`config.mk`:
```
export PLATFORM = sky130hd
export DESIGN_NAME = trackball_frame_decoder
export DESIGN_NICKNAME = d
export VERILOG_FILES = /design/src/hdl/tbfd_pkg.sv /design/src/hdl/trackball_frame_decoder.sv /design/src/hdl/tbfd_front.sv /design/src/hdl/tbfd_queue.sv /design/src/hdl/tbfd_back.sv
export SDC_FILE = /design/constraint.sdc
export NUM_CORES = 1
export LEC_CHECK = 0
export BUFFER_PORTS_ARGS = -buffer_cell sky130_fd_sc_hd__buf_4
export CORE_ASPECT_RATIO = 0.6
export CORE_MARGIN = 1
export CORE_UTILIZATION = 63
export CTS_CLUSTER_DIAMETER = 150
export DETAILED_ROUTE_END_ITERATION = 10
export HOLD_SLACK_MARGIN = 0.08
export PLACE_DENSITY = 0.83
export SLEW_MARGIN = 20
export SYNTH_ARGS = -nofsm -noshare
export SYNTH_HDL_FRONTEND = slang
export SYNTH_SLANG_ARGS = --single-unit
```
`constraint.sdc`:
```
create_clock -name clk_i -period 11.5 [get_ports clk_i]
set_input_delay 1.15 -clock clk_i [delete_from_list [all_inputs] [get_ports clk_i]]
set_output_delay 1.15 -clock clk_i [all_outputs]
set_load 0.1 [all_outputs]
```
`src/hdl/tbfd_pkg.sv`:
```
// Shared types and constants of the trackball frame decoder.
// Holds the frame geometry, the motion codes and the front-to-back command word.
// No dependencies.
`default_nettype none

package tbfd_pkg;

  // Frame geometry: sync byte, two code bytes, then trailing bytes up to the frame end
  localparam int unsigned FRAME_BYTES = 4;
  localparam int unsigned PHASE_W     = $clog2(FRAME_BYTES);
  localparam logic [PHASE_W-1:0] PHASE_HUNT  = '0;
  localparam logic [PHASE_W-1:0] PHASE_HIGH  = PHASE_W'(1);
  localparam logic [PHASE_W-1:0] PHASE_LOW   = PHASE_W'(2);
  localparam logic [PHASE_W-1:0] PHASE_LAST  = PHASE_W'(FRAME_BYTES - 1);

  localparam logic [7:0] SYNC_BYTE = 8'hFF;

  // Motion codes formed from bytes 1 and 2 of a frame
  localparam logic [15:0] CODE_UP    = 16'h00FE;
  localparam logic [15:0] CODE_DOWN  = 16'h0001;
  localparam logic [15:0] CODE_LEFT  = 16'hFE00;
  localparam logic [15:0] CODE_RIGHT = 16'h0100;

  // Key bits of the result word
  localparam logic [3:0] KEY_UP    = 4'h1;
  localparam logic [3:0] KEY_DOWN  = 4'h2;
  localparam logic [3:0] KEY_LEFT  = 4'h4;
  localparam logic [3:0] KEY_RIGHT = 4'h8;

  // Per-direction count slots
  localparam int unsigned NUM_DIRS = 4;
  localparam logic [1:0] DIR_UP    = 2'd0;
  localparam logic [1:0] DIR_DOWN  = 2'd1;
  localparam logic [1:0] DIR_LEFT  = 2'd2;
  localparam logic [1:0] DIR_RIGHT = 2'd3;

  localparam int unsigned   COUNT_W   = 16;
  localparam logic [15:0]   COUNT_MAX = 16'hFFFF;
  localparam logic [15:0]   MIN_COUNT_RESET = 16'd2;

  // Command queue between front and back
  localparam int unsigned QUEUE_DEPTH = 2;

  typedef enum logic [2:0] {
    OP_CLEAR,
    OP_KEYS,
    OP_UP,
    OP_DOWN,
    OP_LEFT,
    OP_RIGHT
  } op_e;

  typedef struct packed {
    op_e  op;
    logic frame_done;
  } cmd_t;

endpackage

`default_nettype wire

```
`src/hdl/trackball_frame_decoder.sv`:
```
// Trackball frame decoder, top level: threshold register, front, queue, back.
// Depends on tbfd_pkg, tbfd_front, tbfd_queue and tbfd_back.
//
// Usage:
//   Input channel (in_valid_i / in_stall_o) carries one word per received
//   byte (action_i = 0, rx_byte_i) or per silence/error event (action_i = 1).
//   Every input word yields exactly one result word on the output channel
//   (out_valid_o / out_stall_i): keys, vertical and horizontal position and
//   a frame-done flag.
//   When nothing waits, an accepted word goes into the command queue and
//   from there into the output register, where out_valid_o rises.
//   Throughput is one word per cycle while out_stall_i is low; the limit
//   is the single output register, refilled in the cycle it is taken.
//   While the receiver stalls, the result holds and the 2-entry command
//   queue fills; then in_stall_o rises and drops in the cycle after a
//   result is taken.
//   Reset clears frame phase, counts, positions and keys, empties the queue
//   and loads the threshold with 2. cfg_we_i/cfg_wdata_i write the
//   threshold; the new value applies to words processed afterwards.
`default_nettype none

module trackball_frame_decoder import tbfd_pkg::*; (
  input  wire logic               clk_i,
  input  wire logic               rst_ni,
  input  wire logic               in_valid_i,
  output logic                    in_stall_o,
  input  wire logic               action_i,
  input  wire logic [7:0]         rx_byte_i,
  input  wire logic               cfg_we_i,
  input  wire logic [COUNT_W-1:0] cfg_wdata_i,
  output logic                    out_valid_o,
  input  wire logic               out_stall_i,
  output logic [3:0]              keys_o,
  output logic signed [31:0]      vertical_pos_o,
  output logic signed [31:0]      horizontal_pos_o,
  output logic                    frame_done_o
);

  logic [COUNT_W-1:0] min_count_q;
  logic               push;
  logic               pop;
  logic               q_full;
  logic               q_valid;
  cmd_t               front_cmd;
  cmd_t               back_cmd;

  // Key threshold register
  always_ff @(posedge clk_i or negedge rst_ni) begin
    if (!rst_ni) begin
      min_count_q <= MIN_COUNT_RESET;
    end else if (cfg_we_i) begin
      min_count_q <= cfg_wdata_i;
    end
  end

  tbfd_front u_front (
    .clk_i      (clk_i),
    .rst_ni     (rst_ni),
    .in_valid_i (in_valid_i),
    .in_stall_o (in_stall_o),
    .action_i   (action_i),
    .rx_byte_i  (rx_byte_i),
    .q_full_i   (q_full),
    .push_o     (push),
    .cmd_o      (front_cmd)
  );

  tbfd_queue u_queue (
    .clk_i   (clk_i),
    .rst_ni  (rst_ni),
    .push_i  (push),
    .data_i  (front_cmd),
    .full_o  (q_full),
    .pop_i   (pop),
    .valid_o (q_valid),
    .data_o  (back_cmd)
  );

  tbfd_back u_back (
    .clk_i            (clk_i),
    .rst_ni           (rst_ni),
    .q_valid_i        (q_valid),
    .cmd_i            (back_cmd),
    .pop_o            (pop),
    .min_count_i      (min_count_q),
    .out_valid_o      (out_valid_o),
    .out_stall_i      (out_stall_i),
    .keys_o           (keys_o),
    .vertical_pos_o   (vertical_pos_o),
    .horizontal_pos_o (horizontal_pos_o),
    .frame_done_o     (frame_done_o)
  );

endmodule

`default_nettype wire

```
`src/hdl/tbfd_front.sv`:
```
// Front part of the trackball frame decoder: accepts words, tracks frame phase
// and turns each word into a command for the back part. Uses tbfd_pkg.
`default_nettype none

module tbfd_front import tbfd_pkg::*; (
  input  wire logic       clk_i,
  input  wire logic       rst_ni,
  input  wire logic       in_valid_i,
  output logic            in_stall_o,
  input  wire logic       action_i,
  input  wire logic [7:0] rx_byte_i,
  input  wire logic       q_full_i,
  output logic            push_o,
  output cmd_t            cmd_o
);

  logic [PHASE_W-1:0] phase_q, phase_d;
  logic [7:0]         code_high_q, code_high_d;
  logic [7:0]         code_low_q, code_low_d;
  logic [15:0]        code;

  assign in_stall_o = q_full_i;
  assign push_o     = in_valid_i & ~q_full_i;

  // Code of the frame being closed; with a 3-byte frame the low byte arrives now
  assign code = {code_high_q, (phase_q == PHASE_LOW) ? rx_byte_i : code_low_q};

  // Phase tracking and classification
  always_comb begin
    phase_d          = phase_q;
    code_high_d      = code_high_q;
    code_low_d       = code_low_q;
    cmd_o.op         = OP_KEYS;
    cmd_o.frame_done = 1'b0;
    if (action_i) begin
      phase_d  = PHASE_HUNT;
      cmd_o.op = OP_CLEAR;
    end else if (phase_q == PHASE_HUNT) begin
      if (rx_byte_i == SYNC_BYTE) begin
        phase_d = PHASE_HIGH;
      end
    end else begin
      if (phase_q == PHASE_HIGH) begin
        code_high_d = rx_byte_i;
      end else if (phase_q == PHASE_LOW) begin
        code_low_d = rx_byte_i;
      end
      if (phase_q >= PHASE_LAST) begin
        phase_d          = PHASE_HUNT;
        cmd_o.frame_done = 1'b1;
        unique case (code)
          CODE_UP:    cmd_o.op = OP_UP;
          CODE_DOWN:  cmd_o.op = OP_DOWN;
          CODE_LEFT:  cmd_o.op = OP_LEFT;
          CODE_RIGHT: cmd_o.op = OP_RIGHT;
          default:    cmd_o.op = OP_KEYS;
        endcase
      end else begin
        phase_d = phase_q + PHASE_W'(1);
      end
    end
  end

  always_ff @(posedge clk_i or negedge rst_ni) begin
    if (!rst_ni) begin
      phase_q     <= PHASE_HUNT;
      code_high_q <= '0;
      code_low_q  <= '0;
    end else if (push_o) begin
      phase_q     <= phase_d;
      code_high_q <= code_high_d;
      code_low_q  <= code_low_d;
    end
  end

endmodule

`default_nettype wire

```
`src/hdl/tbfd_queue.sv`:
```
// Short command queue between the front and back parts of the decoder.
// Depth from tbfd_pkg::QUEUE_DEPTH.
`default_nettype none

module tbfd_queue import tbfd_pkg::*; (
  input  wire logic clk_i,
  input  wire logic rst_ni,
  input  wire logic push_i,
  input  cmd_t      data_i,
  output logic      full_o,
  input  wire logic pop_i,
  output logic      valid_o,
  output cmd_t      data_o
);

  localparam int unsigned PTR_W = (QUEUE_DEPTH > 1) ? $clog2(QUEUE_DEPTH) : 1;
  localparam int unsigned CNT_W = $clog2(QUEUE_DEPTH + 1);

  cmd_t             entry_q [QUEUE_DEPTH];
  logic [PTR_W-1:0] wr_ptr_q, wr_ptr_d;
  logic [PTR_W-1:0] rd_ptr_q, rd_ptr_d;
  logic [CNT_W-1:0] count_q, count_d;

  assign full_o  = (count_q == CNT_W'(QUEUE_DEPTH));
  assign valid_o = (count_q != '0);
  assign data_o  = entry_q[rd_ptr_q];

  // Pointer wrap and fill count
  always_comb begin
    wr_ptr_d = wr_ptr_q;
    rd_ptr_d = rd_ptr_q;
    count_d  = count_q;
    if (push_i) begin
      wr_ptr_d = (wr_ptr_q == PTR_W'(QUEUE_DEPTH - 1)) ? '0 : wr_ptr_q + PTR_W'(1);
    end
    if (pop_i) begin
      rd_ptr_d = (rd_ptr_q == PTR_W'(QUEUE_DEPTH - 1)) ? '0 : rd_ptr_q + PTR_W'(1);
    end
    if (push_i && !pop_i) begin
      count_d = count_q + CNT_W'(1);
    end else if (pop_i && !push_i) begin
      count_d = count_q - CNT_W'(1);
    end
  end

  always_ff @(posedge clk_i or negedge rst_ni) begin
    if (!rst_ni) begin
      wr_ptr_q <= '0;
      rd_ptr_q <= '0;
      count_q  <= '0;
    end else begin
      wr_ptr_q <= wr_ptr_d;
      rd_ptr_q <= rd_ptr_d;
      count_q  <= count_d;
    end
  end

  // Entry storage, no reset needed
  always_ff @(posedge clk_i) begin
    if (push_i) begin
      entry_q[wr_ptr_q] <= data_i;
    end
  end

endmodule

`default_nettype wire

```
`src/hdl/tbfd_back.sv`:
```
// Back part of the decoder: direction counts, positions, key bits and the
// output register. Consumes commands from tbfd_queue. Uses tbfd_pkg.
`default_nettype none

module tbfd_back import tbfd_pkg::*; (
  input  wire logic               clk_i,
  input  wire logic               rst_ni,
  input  wire logic               q_valid_i,
  input  cmd_t                    cmd_i,
  output logic                    pop_o,
  input  wire logic [COUNT_W-1:0] min_count_i,
  output logic                    out_valid_o,
  input  wire logic               out_stall_i,
  output logic [3:0]              keys_o,
  output logic signed [31:0]      vertical_pos_o,
  output logic signed [31:0]      horizontal_pos_o,
  output logic                    frame_done_o
);

  logic [COUNT_W-1:0] count_q [NUM_DIRS];
  logic [COUNT_W-1:0] count_d [NUM_DIRS];
  logic signed [31:0] vacc_q, vacc_d;
  logic signed [31:0] hacc_q, hacc_d;
  logic [3:0]         keys_q, keys_d;
  logic               done_q;
  logic               out_valid_q;
  logic               out_free;

  // Output register is free when empty or being taken this cycle
  assign out_free = ~out_valid_q | ~out_stall_i;
  assign pop_o    = q_valid_i & out_free;

  // Count, position and key update for one command
  always_comb begin
    for (int i = 0; i < NUM_DIRS; i++) begin
      count_d[i] = count_q[i];
    end
    vacc_d = vacc_q;
    hacc_d = hacc_q;
    unique case (cmd_i.op)
      OP_CLEAR: begin
        for (int i = 0; i < NUM_DIRS; i++) begin
          count_d[i] = '0;
        end
      end
      OP_KEYS: ;
      OP_UP: begin
        if (count_q[DIR_UP] != COUNT_MAX) count_d[DIR_UP] = count_q[DIR_UP] + 16'd1;
        vacc_d = vacc_q + 32'sd1;
      end
      OP_DOWN: begin
        if (count_q[DIR_DOWN] != COUNT_MAX) count_d[DIR_DOWN] = count_q[DIR_DOWN] + 16'd1;
        vacc_d = vacc_q - 32'sd1;
      end
      OP_LEFT: begin
        if (count_q[DIR_LEFT] != COUNT_MAX) count_d[DIR_LEFT] = count_q[DIR_LEFT] + 16'd1;
        hacc_d = hacc_q - 32'sd1;
      end
      OP_RIGHT: begin
        if (count_q[DIR_RIGHT] != COUNT_MAX) count_d[DIR_RIGHT] = count_q[DIR_RIGHT] + 16'd1;
        hacc_d = hacc_q + 32'sd1;
      end
      default: ;
    endcase

    // Keys from the new counts: up wins over down, left over right
    keys_d = '0;
    if (cmd_i.op != OP_CLEAR) begin
      if (count_d[DIR_UP] >= min_count_i) begin
        keys_d = keys_d | KEY_UP;
      end else if (count_d[DIR_DOWN] >= min_count_i) begin
        keys_d = keys_d | KEY_DOWN;
      end
      if (count_d[DIR_LEFT] >= min_count_i) begin
        keys_d = keys_d | KEY_LEFT;
      end else if (count_d[DIR_RIGHT] >= min_count_i) begin
        keys_d = keys_d | KEY_RIGHT;
      end
    end
  end

  always_ff @(posedge clk_i or negedge rst_ni) begin
    if (!rst_ni) begin
      for (int i = 0; i < NUM_DIRS; i++) begin
        count_q[i] <= '0;
      end
      vacc_q      <= '0;
      hacc_q      <= '0;
      keys_q      <= '0;
      out_valid_q <= 1'b0;
    end else begin
      if (pop_o) begin
        for (int i = 0; i < NUM_DIRS; i++) begin
          count_q[i] <= count_d[i];
        end
        vacc_q <= vacc_d;
        hacc_q <= hacc_d;
        keys_q <= keys_d;
      end
      if (out_free) begin
        out_valid_q <= q_valid_i;
      end
    end
  end

  // Done flag rides with the result word
  always_ff @(posedge clk_i) begin
    if (pop_o) begin
      done_q <= cmd_i.frame_done;
    end
  end

  assign out_valid_o      = out_valid_q;
  assign keys_o           = keys_q;
  assign vertical_pos_o   = vacc_q;
  assign horizontal_pos_o = hacc_q;
  assign frame_done_o     = done_q;

endmodule

`default_nettype wire

```
==> flow_summary.toml, run 1 <==
[timing]
slew_headroom = 0.286
skew_ns = 0.00989
slew_violations = 0
hold_violations = 0
tightest_slew_ns = 1.07
holdWs_ns = 0.477
max_clock_freq_ghz = 0.206
grt_setup_unrepaired = "false"
setup-tns-final_ns = 0
finalSetupViolations = 0
finalCriticalPeriod_ns = 4.86
fin_crit_sh = 0.423

[cts]
clk_pin_slew_ns = 0.07
cts_setup_buffers = 0
h-tree-depth = 4
clock_sinks = 180
cts-root-buf = "clkbuf_16"
clockBufferDepth = 2
post_cts_resized = 0
postCtsHoldBufs = 0
cts_made_buffers = 17
cts_tree = "built"
clkLatencyLatePin_ns = 0.45

[status]
status = "finished, final reports clean"

[setup_path]
cp_slowest_stage_delay_ns = 0.74
worstSetupStartpointType = "register"
crit_required_ns = 11.82
cp_data_arrival_time_ns = 5.18
regToRegStartpoint = "u_queue.rd_ptr_q"
cp_max_fo = 35
crit_chain = "nand2b_1, a21boi_1, or2_1, inv_2, ha_1, a21o_1, a211oi_1, o2111ai_1, o21ba_2, a31o_2, a31oi_2, o21bai_1, xnor2_1, o21ai_0"
path_class = "register to register"
rrSetupSlack_ns = 6.64
r2r-end = "u_back.vertical_pos_o[25]"
reg2reg_depth = 14
cp_slowest_cell = "dfrtp_1"
worst_setup_path_end_kind = "register"

[synth]
synthCells = 1550
avgSynthCellArea_um2 = 8.67
syn_nets = 1716
synthXorXnorAreaFrac = 0.0678
synth_top_area_cell = "dfrtp_1"
synth_area_mm2 = 0.0134
synth_compound_area_frac = 0.215
synthFlopType = "dfrtp_1"
ys_seq_area_frac = 0.339
synthSimpleGateAreaFrac = 0.193
synth_edf_count = 9
yosysTopAreaCellShare = 0.317
synth.ff_latch_count = 180
synthMuxAreaShare = 0.0265
synthAdderAreaFrac = 0.128
synth_top_family_by_area = "compound AO/OA/AOI/OAI gates"
ys_top_cells_by_area = "dfrtp_1 (32%), ha_1 (12%), nand2_1 (6.6%)"
synthArstFlopShare = 0.950
yosysUniqueCellTypes = 92
ys_warn_count = 0

[detailed_routing]
drt_iter0_markers = 994
drc_errors = 0
dr.pass1.iters = 6
via_per_inst = 6.26
num_vias = 11900
postRouteAntennaNets = 0
wl_um = 33600
routedWlPerCell_um = 17.6

[placement]
io_buffer_count = 100
placedCellCount = 1875
gp_congestion = 0.905
hpwlAfterDp_um = 23800

[cells_and_area]
fillers = 1532
n_antenna_cell = 0
drive_above_1_share = 0.128
final_common_cell = "nand2_1"
final_cells = 1907
final_core_util = 0.732
area_growth_pct = 11.5
finish.net_count = 1787
final_cell_mix = "nand2_1 (236), dfrtp_1 (170), o21ai_0 (141)"

[floorplan]
num_rows = 40
ios = 101
initial_core_util = 0.656
die_y_um = 115
core_area_mm2 = 0.0205
fp.dieArea_mm2 = 0.0219
dieWidth_um = 191

[min_path]
hp-start = "u_back.horizontal_pos_o[31]"
min_to = "u_back.horizontal_pos_o[31]"
hold_depth = 1
hp-class = "register to register"

[global_routing]
top_usage_layer = "met1"
gr-usage-met2 = 0.452
globalRouteTotalUtil = 0.320
use_met1 = 0.494
overflow = 0
grt_max_degree = 98
gr-usage-met3 = 0.0571
grt_pass1_wl_um = 55600
antenna_found_initial = 0
grt_pass1_vias = 10900

[power]
power_density_mw_per_mm2 = 291
peakVddDrop_uv = 322
power_leakage_nw = 7.27

[flow_run]
max_cap_violations = 0
-- cell usage after synthesis (4+ instances only) --
cell type,number
edfxtp_1,9
o211ai_1,5
inv_1,39
a211oi_1,9
and3_2,4
xnor2_1,54
and3_1,23
nor2b_1,13
or3_1,5
a21oi_1,87
nor4_1,5
nand3_1,32
o21ai_0,141
nand4_1,30
nor3_1,14
and2_1,6
and4_1,8
a31oi_1,12
xor2_1,50
a21o_1,66
nand2_1,237
o21ai_1,14
o21a_1,13
buf_1,7
a32o_1,4
o31ai_1,37
dfrtp_1,170
mux2i_1,13
a22o_1,4
nand2b_1,17
a41oi_1,4
o21bai_1,8
mux2_2,20
ha_1,134
nor2_1,129
buf_2,7
clkbuf_1,38
-- power by group --
part | internal [W] | total, W | switching (W) | leakage (nW)
sequential | 0.000813 | 0.000998 | 0.000185 | 2.32
clock | 0.000344 | 0.000619 | 0.000274 | 0.288
combinational | 0.000866 | 0.00275 | 0.00188 | 4.67
-- worst max-delay path by stage --
stage                                       end                   from  slack [ns]
floorplan           u_back.horizontal_pos_o[29]  u_queue.entry_q[1][1]        6.87
global placement               u_back.keys_o[1]       u_queue.rd_ptr_q        7.01
detailed placement             u_back.keys_o[1]       u_queue.rd_ptr_q        6.74
CTS                            u_back.keys_o[1]       u_queue.rd_ptr_q        6.73
global route                   u_back.keys_o[1]       u_queue.rd_ptr_q        6.40
finish                u_back.vertical_pos_o[25]       u_queue.rd_ptr_q        6.64
-- per-layer routing --
| metal | vias up | part of all wire |
|---|---|---|
| met5 | - | 0 |
| met4 | 0 | 0.013 |
| met3 | 35 | 0.093 |
| met2 | 531 | 0.41 |
| met1 | 5618 | 0.49 |
| li1 | 5750 | - |
-- cells by family (layout without fill, tap and decap cells) --
kind of cell               after synthesis  after routing
muxes                                   33             33
xor gates and xnor gates               104            104
DFF                                    180            180
and+or+nand+nor                        552            552
buffers and inverters                   99            183
adders and majority gates              136            136
AOI/OAI and AO/OA                      446            446
-- sequential cells by signal (all words and copies together) (netlist names) --
name and flops:
u_queue.entry_q 8, min_count_q 16, u_queue.count_q 2, u_back.count_q 64, u_back.out_valid_o 1, u_front.code_low_q 8, u_queue.rd_ptr_q 1, u_queue.wr_ptr_q 1
u_back.horizontal_pos_o 32, u_back.vertical_pos_o 32, u_front.phase_q 2, u_back.frame_done_o 1, u_back.keys_o 4, u_front.code_high_q 8
-- area by class of cell --
type,count,area (um2),area share
inverter,41,154,0.0103
timing repair buffer,110,830,0.0554
tap,273,342,0.0228
clock inverter,14,175,0.0117
clock buffer,18,429,0.0286
multi-input combinational,1271,8500,0.568
sequential,180,4550,0.304
-- critical path, delay by kind of cell (launching register included) --
family,cells,cell delay (ns)
xor gates and xnor gates,1,0.21
adders and majority gates,1,0.49
DFF,1,0.74
buffers and inverters,1,0.35
and+or+nand+nor,2,0.55
AOI/OAI and AO/OA,9,2.38
-- per-stage QoR --
step | setup slack, ns | total power [W] | instance area, um2
after detailed placement | 6.74 | 0.00371 | 14400
after CTS | 6.73 | 0.00435 | 15000
final | 6.64 | 0.00437 | 15000
after global routing | 6.40 | 0.00465 | 15000
after floorplan | 6.87 | 0.00313 | 13400
after global placement | 7.01 | 0.00364 | 14400
Power figures use the tool's default switching activity.
==> run 2, diff against run 1 <==
CORE_UTILIZATION = 56   (was 63)
PLACE_DENSITY = 0.78   (was 0.83)
clock period = 4.1 ns   (was 11.5 ns; I/O delays follow)
==> run 2 against run 1 <==
Compared with the run above:
- design area rose by 1.7%
- hold slack got worse by 0.31 ns
- die area rose by 12%
- clock skew rose by 0.0011 ns
- first-iteration DRC count rose by 4.5%
- sequential power rose to 2.8 times the previous value
- critical path type unchanged
- largest cell class unchanged
==> flow_summary.toml, run 2 (same netlist as run 1, synthesis figures left out) <==
[cts]
clock_sinks = 180
clkLatencyLatePin_ns = 0.45
clockBufferDepth = 2
cts_made_buffers = 17
cts_tree = "built"
cts-root-buf = "clkbuf_16"
h-tree-depth = 4
clk_pin_slew_ns = 0.07
cts_setup_buffers = 0

[flow_run]
max_cap_violations = 0

[floorplan]
fp.dieArea_mm2 = 0.0246
ios = 101
num_rows = 43
initial_core_util = 0.577
dieWidth_um = 202
core_area_mm2 = 0.0233
die_y_um = 122

[setup_path]
crit_required_ns = 4.44
cp-startpoint = "u_back.count_q[33]"
regToRegStartpoint = "u_back.count_q[33]"
worst_setup_path_end_kind = "register"
worstSetupStartpointType = "register"
cp_max_fo = 7
cp_data_arrival_time_ns = 4.22
path_class = "register to register"

[detailed_routing]
wl_um = 34400
postRouteAntennaNets = 0
dr.pass1.iters = 5
routedWlPerCell_um = 17.5
num_vias = 11900
drc_errors = 0
via_per_inst = 6.05
drt_iter0_markers = 1039

[timing]
finalSetupViolations = 0
tightest_slew_ns = 1.09
fin_crit_sh = 0.946
max_clock_freq_ghz = 0.258
finalCriticalPeriod_ns = 3.88
slew_violations = 0
skew_ns = 0.0110
hold_violations = 0
grt_setup_unrepaired = "false"
slew_headroom = 0.271
setup-tns-final_ns = 0

[global_routing]
grt_pass1_vias = 10800
grt_pass1_wl_um = 56500
overflow = 0
globalRouteTotalUtil = 0.289
antenna_found_initial = 0
grt_max_degree = 81

[power]
clkPwrFrac = 0.138
power_leakage_nw = 7.38
pwr-share-seq = 0.225
intPower_w = 0.00576
p_sw_frac = 0.536
net-switching-power_w = 0.00665
power_density_mw_per_mm2 = 814
total_power_w = 0.0124
p_comb_frac = 0.637
peakVddDrop_uv = 489

[cells_and_area]
final_core_util = 0.654
finish.net_count = 1809
drive_above_1_share = 0.143
final_cells = 1971
area_growth_pct = 13.5
n_antenna_cell = 0
largest_reg_flops = 64
final_cell_mix = "nand2_1 (235), dfrtp_1 (166), o21ai_0 (141)"
final_common_cell = "nand2_1"
largest-register = "u_back.count_q"

[placement]
gp_congestion = 0.941
placedCellCount = 1938
io_buffer_count = 100
hpwlAfterDp_um = 25600

[min_path]
hp-start = "cfg_wdata_i[12]"
hp-class = "input pin to register"

[status]
status = "finished, final reports clean"
run 2: cell types whose count changed in the layout (fill, tap and decap cells not counted), moves of 2 or more:
cell,delta
clkbuf_8,+3
buf_4,+19
nand2_2,+2
buf_12,+2
dfrtp_1,-4
dfrtp_2,+4
clkinv_2,-2
run 2: layout make-up:
cell class                      count  area, um2
Tap cell                          315        394
Fill cell                        1895       8050
Multi-Input combinational cell   1271       8510
Clock buffer                       21        470
Inverter                           41        154
Timing Repair Buffer              132       1020
Clock inverter                     11        139
Sequential cell                   180       4560
run 2: final timing paths:
path	cells after the start	to	slack (ns)
max in group asynchronous	3	min_count_q[1]	2.48
min	3	min_count_q[12]	0.16
max	18	u_back.keys_o[1]	0.22
min in group asynchronous	2	u_back.horizontal_pos_o[15]	0.58
min reg2reg	1	u_back.horizontal_pos_o[31]	0.48
max reg2reg	18	u_back.keys_o[1]	0.22
run 2: through the flow:
stage / cell area (um2) / setup slack, ns / hold WS, ns
2_1_floorplan: 13400 / 0.104 / 0.114
3_3_place_gp: 14600 / 0.358 / 0.464
6_report: 15200 / 0.223 / 0.164
4_1_cts: 15200 / 0.130 / 0.148
5_1_grt: 15200 / 0.00934 / 0.153
3_5_place_dp: 14600 / 0.162 / 0.472
run 2: routing by layer:
| metal | vias up | global-route usage | share of wire |
|---|---|---|---|
| met5 | - | 0 | 0 |
| met4 | 0 | 0.0810 | 0.014 |
| met3 | 36 | 0.0621 | 0.083 |
| met2 | 445 | 0.403 | 0.40 |
| met1 | 5666 | 0.443 | 0.50 |
| li1 | 5781 | - | - |
run 2: what timing repair did:
action	CTS	global route
hold buffers	1	0
setup endpoints to repair	0	3
hold endpoints to repair	77	0
resized for setup	0	6
run 2: power groups by stage:
stage	Combinational (W)	Clock (W)	Sequential (W)
floorplan	0.00410	0	0.00469
global placement	0.00762	0	0.00278
detailed placement	0.00779	0	0.00281
CTS	0.00782	0.00174	0.00278
global route	0.00855	0.00182	0.00286
finish	0.00790	0.00171	0.00279
run 2: critical path, stage by stage (launching register included):
cell	delay, ns
dfrtp_1	0.45
ha_1	0.22
and4_4	0.24
nand3_2	0.11
or2_1	0.28
and2_1	0.24
nor2_1	0.12
mux2i_1	0.09
ha_1	0.27
nand2b_1	0.14
a21o_1	0.17
a21o_1	0.17
a21o_1	0.16
a21o_1	0.17
a21oi_1	0.15
o21ai_0	0.10
a221oi_1	0.26
o21ai_0	0.15
a32o_1	0.26
